<file path="src/rtl/assert_macros.svh">
// assertion macros shared by the priority queue rtl
// no dependencies; included inside module bodies
`ifndef ASSERT_MACROS_SVH
`define ASSERT_MACROS_SVH

// antecedent implies consequent in the same cycle
`define MPQ_ASSERT_IMPL(label, clk, rst_n, ante, cons) \
    label: assert property (@(posedge clk) disable iff (!rst_n) (ante) |-> (cons)) \
        else $error("mpq assertion failed");

// antecedent implies consequent in the next cycle
`define MPQ_ASSERT_NEXT(label, clk, rst_n, ante, cons) \
    label: assert property (@(posedge clk) disable iff (!rst_n) (ante) |=> (cons)) \
        else $error("mpq assertion failed");

// property holds at every edge out of reset
`define MPQ_ASSERT_ALWAYS(label, clk, rst_n, cond) \
    label: assert property (@(posedge clk) disable iff (!rst_n) (cond)) \
        else $error("mpq assertion failed");

`endif

</file>
<file path="src/rtl/mpq_pkg.sv">
// types and constants for the max priority queue with fifo ties
// no dependencies
package mpq_pkg;

    localparam int CAPACITY  = 1024;
    localparam int MAX_BURST = 64;
    localparam int VAL_W     = 32;
    localparam int SEQ_W     = 16;
    localparam int CNT_W     = 7;
    localparam int OCC_W     = $clog2(CAPACITY + 1);

    localparam logic REQ_ARRIVAL = 1'b0;
    localparam logic REQ_SERVE   = 1'b1;

    localparam logic STAT_SERVED  = 1'b0;
    localparam logic STAT_DROPPED = 1'b1;

    typedef enum logic
    {
        ST_IDLE  = 1'b0,
        ST_SERVE = 1'b1
    } mpq_state_t;

    typedef struct packed
    {
        logic             req_type;
        logic [VAL_W-1:0] arrival_value;
        logic [CNT_W-1:0] serve_count;
    } mpq_req_t;

    typedef struct packed
    {
        logic [SEQ_W-1:0] entry_seq;
        logic [VAL_W-1:0] entry_value;
        logic             status;
        logic             last_of_run;
    } mpq_res_t;

    // controller to datapath
    typedef struct packed
    {
        logic insert;
        logic pop;
        logic last;
    } mpq_cmd_t;

    // datapath to controller
    typedef struct packed
    {
        logic [CNT_W-1:0] burst_len;
    } mpq_stat_t;

endpackage

</file>
<file path="src/rtl/mpq_ctrl.sv">
// controller: accepts items and sequences serve bursts one pop per cycle
// depends on mpq_pkg and assert_macros.svh
module mpq_ctrl
(
    input  logic               clk,
    input  logic               rst_n,
    input  logic               start,
    input  mpq_pkg::mpq_req_t  item,
    input  mpq_pkg::mpq_stat_t stat,
    output mpq_pkg::mpq_cmd_t  cmd,
    output logic               busy
);
    import mpq_pkg::*;

    `include "assert_macros.svh"

    mpq_state_t       state_reg, state_next;
    logic [CNT_W-1:0] rem_reg, rem_next;

    // state register
    always_ff @(posedge clk or negedge rst_n)
    begin
        if (!rst_n)
        begin
            state_reg <= ST_IDLE;
            rem_reg   <= '0;
        end
        else
        begin
            state_reg <= state_next;
            rem_reg   <= rem_next;
        end
    end

    // next state and commands
    always_comb
    begin
        state_next = state_reg;
        rem_next   = rem_reg;
        cmd        = '0;
        busy       = 1'b0;
        case (state_reg)
            ST_IDLE:
            begin
                if (start)
                begin
                    if (item.req_type == REQ_ARRIVAL)
                        cmd.insert = 1'b1;
                    else if (stat.burst_len != '0)
                    begin
                        rem_next   = stat.burst_len;
                        state_next = ST_SERVE;
                    end
                end
            end
            ST_SERVE:
            begin
                busy     = 1'b1;
                cmd.pop  = 1'b1;
                cmd.last = (rem_reg == CNT_W'(1));
                rem_next = rem_reg - CNT_W'(1);
                if (rem_reg == CNT_W'(1))
                    state_next = ST_IDLE;
            end
            default:
            begin
                state_next = ST_IDLE;
            end
        endcase
    end

    `MPQ_ASSERT_IMPL(a_serve_rem, clk, rst_n, state_reg == ST_SERVE, rem_reg != '0)
    `MPQ_ASSERT_NEXT(a_last_idle, clk, rst_n, cmd.pop && cmd.last, state_reg == ST_IDLE)
    `MPQ_ASSERT_IMPL(a_busy_serve, clk, rst_n, busy, state_reg == ST_SERVE)

endmodule

</file>
<file path="config.mk">
export PLATFORM = sky130hd
export DESIGN_NAME = mpq_ctrl
export DESIGN_NICKNAME = d
export VERILOG_FILES = /design/src/rtl/mpq_pkg.sv /design/src/rtl/mpq_ctrl.sv
export VERILOG_INCLUDE_DIRS = /design/src /design/src/rtl
export SDC_FILE = /design/constraint.sdc
export NUM_CORES = 1
export LEC_CHECK = 0
export BUFFER_PORTS_ARGS = -buffer_cell sky130_fd_sc_hd__buf_2
export CORE_AREA = 2 2 43 45
export DETAILED_ROUTE_END_ITERATION = 8
export DIE_AREA = 0 0 45 47
export GPL_TIMING_DRIVEN = 0
export PLACE_DENSITY = 0.77
export SYNTH_ARGS = -nofsm -noshare
export SYNTH_HDL_FRONTEND = slang
export SYNTH_SLANG_ARGS = --single-unit
</file>
<file path="constraint.sdc">
create_clock -name clk -period 3.21 [get_ports clk]
set_input_delay 0.1605 -clock clk [delete_from_list [all_inputs] [get_ports clk]]
set_output_delay 0.1605 -clock clk [all_outputs]
set_load 0.03 [all_outputs]
</file>
**Word-level counts from Yosys, hierarchy flattened**

Cells that the tools add are included.

- Bits of input ports: 50
- Output and inout port bits: 4
- Bits in registers: 8

- Mux-type cells: 14
- Bitwise logic cells: 1
- Add/sub/neg operators: 1
- Reduce and logical (&&, ||, !) cells: 2
- Equality and inequality tests: 4

Operators by type and width:

| kind | count |
|---|---|
| two-way mux 7 bit | 3 |
| case mux 7 bit (2 select lines) | 1 |
| two-way mux 1 bit | 8 |
| == test 7 x 1 -> 1 bit (second input constant) | 1 |
| nonzero test 7 bit | 1 |
| subtractor 7 x 1 -> 7 bit (second input constant) | 1 |
| != test 2 bit (second input constant) | 3 |
| AND reduction 3 bit | 1 |
| two-way mux 2 bit | 1 |
| case mux 1 bit (2 select lines) | 1 |
| inverter 1 bit | 1 |

**Logic depth before layout (Yosys ltp)**

- Depth in word-level cells: 5
- Mapped depth: 5

**Worst setup path after synthesis**

No wires, ideal clock.

- Path type: flip-flop to output port
- Start: reg state_reg
- End: out cmd[2] (netlist bit)
- Data arrival time: 1520 ps
- Stages on the path, launching flop included: 3
- Setup slack: 1530 ps
- Path through: dfrtp_1 -> buf_4 -> nor3b_1

RTL lines:

| item | line | text |
|---|---|---|
| start: declaration | mpq_ctrl.sv:17 | `mpq_state_t state_reg, state_next;` |
| start signal: assignment | mpq_ctrl.sv:30 | `state_reg <= state_next;` |
| end: declaration | mpq_ctrl.sv:10 | `output mpq_pkg::mpq_cmd_t cmd,` |

==> summary.txt <==
CTS
  • CTS root buf: clkbuf_4
  • Worst-Skew Late Latency: 0.26 ns
  • Longest Clk Path Bufs: 2
  • Max H-tree Level: 1
  • CTS tree: done
  • CTS sink count: 8
  • Resize count post-CTS: 0
  • Reg clk slew, reported paths: 0.06 ns
  • CTS Buf Count: 3

Power and ir drop
  • Comb power frac: 46.1%
  • Power per Cell Area: 784.1 nW/um^2
  • Switching power: 0.2315 mW
  • Leakage power: 0.3394 nW
  • Seq pwr share: 39.4%
  • Worst IR Drop VDD: 0.0002447 V
  • Share of total power in the clock network: 14.6%
  • Switching part of the total: 41.55%
  • Pint: 0.3257 mW

Die
  • Die footprint: 2115 um^2
  • Ports: 54
  • Chip width: 45 um
  • Die Ht: 47 um
  • Row count: 15
  • Core footprint: 1652 um^2
  • Initial Utilization: 35.53%

Critical path
  • Kind of critical path: reg -> out
  • CP max stage cell: nor4_1
  • Slowest stage delay, CP: 0.52 ns
  • Reg2reg path depth: 5
  • Crit path arrival time: 1.65 ns
  • Buffers and inverters on the worst path: 1
  • Crit path max-delay family: simple AND/OR/NAND/NOR gates
  • Critical Path Start Type: register
  • Worst-path cell chain: nor4_1 > and3_1 > buf_2
  • Worst setup EP type: output pin
  • WP data required: 3.05 ns
  • CP Max Fanout: 5
  • Stages on the worst setup path: 3

STA
  • Fin crit share: 56.30%
  • RSZ-0062 raised after global routing: false
  • Clk_skew: 0.003489 ns
  • Slew margin rel.: 62.82%
  • Fin Setup TNS: 0 ns
  • Fmax: 553.3 MHz
  • Final Setup Violations: 0
  • Hold Vio Cnt, Final: 0
  • Min Tclk post-route: 1.807 ns
  • Worst Tran Pin Value: 0.5526 ns
  • Final Max Slew Viols: 0

Synth
  • Post-synthesis net count: 112
  • Dominant synthesized flop cell: dfrtp_1
  • Cell area after synthesis: 586.8 um^2
  • Post-Syn Area per Cell: 9.780 um^2
  • Number of enable flip-flop cells after synthesis: 0
  • Distinct cells, synth: 33
  • Synth warn: 0
  • Ys async rst share: 100.0%
  • Mapped Cells: 60
  • FF+latch count, synth: 8
  • Post-synthesis sequential area ratio: 34.12%

Place
  • Detailed placement HPWL: 1037 um
  • Placed instance count: 91
  • Area after DPL: 678.2 um^2
  • PortBufs: 14
  • Placer congestion estimate: 0.7873

Layout
  • Share of layout cells above drive strength 1: 30.77%
  • Nets@finish: 132
  • Syn-to-layout area delta: 21.11%
  • Non-Filler Instances: 95
  • Number of flip-flops under the largest register name: 7
  • Diodes inserted: 0
  • Design area: 710.7 um^2

GRT
  • Global-route wire length before repair: 2159 um
  • GRT overflow: 0
  • Gr usage total: 14.73%
  • Vias in the first global route: 484
  • Initial antenna violation count: 0
  • Largest net degree at the start of global routing: 11

Drt
  • Post-route ant nets: 0
  • 1st-iter DRT viols: 13
  • Final wirelength: 1335 um
  • Number of remaining DRC errors: 0
  • Drt via density: 5.516
  • Pre-antenna DRT Iters: 4
  • Avg WL per Cell: 14.05 um
  • Vias: 524

Run
  • Total of max-cap violations: 0

Worst hold path
  • Hold Crit Class: in -> reg
  • WHS Path Cells: 3

Status
  • Status: complete, no violations
[cell usage after synthesis (2+ instances only)]
cell type  number  share of area [%]
nor3b_1         2                2.6
dfrtp_1         8                 34
a21oi_1         2                1.7
nand2_1         3                1.9
a31oi_1         3                3.2
nand2b_1        2                2.1
inv_1           5                3.2
nor2b_1         2                2.1
nor2_1          3                1.9
buf_4           2                2.6
ha_1            2                4.3
and3_1          2                2.1
o21ai_0         2                1.7
nor3_1          2                1.7
a21o_1          2                2.6
[per-stage QoR]
step           hold slack (ns)  total power, mW  worst slack (ns)  util [%]
5_1_grt                 0.2241           0.6055             1.298     43.03
4_1_cts                 0.2244           0.5606             1.412     43.03
6_report                0.2234           0.5572             1.403     43.03
2_1_floorplan          -0.1351           0.4070             1.530         -
3_5_place_dp           0.01692           0.4764             1.609     41.06
3_3_place_gp           0.01227           0.4637             1.654     41.06
[cell families (layout without fill, tap and decap cells)]
group | Yosys count | count (layout) | share of synthesized area (%)
flip-flops | 8 | 8 | 34.11
buffers and inverters | 7 | 25 | 5.757
adder cells (fa/ha/maj) | 2 | 2 | 4.264
XOR/XNOR | 2 | 2 | 2.986
multiplexers | 2 | 2 | 3.625
AO/OA/AOI/OAI | 18 | 18 | 22.82
AND/OR/NAND/NOR | 21 | 21 | 26.44
[layout make-up]
class	instances	area (um^2)
fill	168	940.9
multi-input combinational	45	352.8
sequential	8	200.2
timing repair buffer	15	80.08
clock buffer	3	22.52
tap	17	21.27
inverter	5	18.77
buffer	2	15.01
[path summary, 6_finish.rpt]
check                                             from                      to  slack, ns
worst max-delay path            rem_reg[4]$_DFFE_PN0P_                  cmd[0]       1.40
worst min-delay path                           stat[3]  rem_reg[3]$_DFFE_PN0P_       0.22
worst max register to register  rem_reg[0]$_DFFE_PN0P_  rem_reg[4]$_DFFE_PN0P_       1.58
worst min register to register  rem_reg[6]$_DFFE_PN0P_  rem_reg[6]$_DFFE_PN0P_       0.58
max in group asynchronous                        rst_n  rem_reg[4]$_DFFE_PN0P_       2.76
min in group asynchronous                        rst_n  rem_reg[0]$_DFFE_PN0P_       0.28
[per-layer routing]
layer	vias up	GRT usage [%]	wire length, um
met5	-	0	0
met4	0	5.294	0
met3	0	4.615	79
met2	16	23.43	620
met1	245	18.88	635
li1	263	-	-
[worst register-to-register path, stage by stage, from the launching register on]
cell and delay, ns:
dfrtp_1 0.46, inv_1 0.09, ha_1 0.26, nor3b_1 0.23
mux2_2 0.35, o221a_1 0.12
[power groups by stage]
| stage | clock network (mW) | logic, mW | registers [mW] |
|---|---|---|---|
| 2_1_floorplan | 0 | 0.197 | 0.210 |
| 6_report | 0.0811 | 0.257 | 0.220 |
| 3_3_place_gp | 0 | 0.246 | 0.218 |
| 4_1_cts | 0.0832 | 0.259 | 0.218 |
| 3_5_place_dp | 0 | 0.257 | 0.219 |
| 5_1_grt | 0.0888 | 0.290 | 0.227 |
[cell usage in the layout (no fill, tap or decap), types with 2 or more instances in the layout]
| cell | n |
|---|---|
| buf_4 | 2 |
| a31oi_1 | 3 |
| dfrtp_1 | 8 |
| and3_1 | 2 |
| nor2_1 | 3 |
| nand2b_1 | 2 |
| nor3_1 | 2 |
| a21o_1 | 2 |
| buf_2 | 14 |
| nand2_1 | 3 |
| a21oi_1 | 2 |
| nor3b_1 | 2 |
| inv_1 | 5 |
| nor2b_1 | 2 |
| clkbuf_4 | 3 |
| o21ai_0 | 2 |
| ha_1 | 2 |
[timing repair]
item / 4_1_cts / 5_1_grt
hold buffers: 1 / 0
buffers inserted: 0 / 0
hold endpoints to repair: 8 / 0
Power figures use the tool's default switching activity.
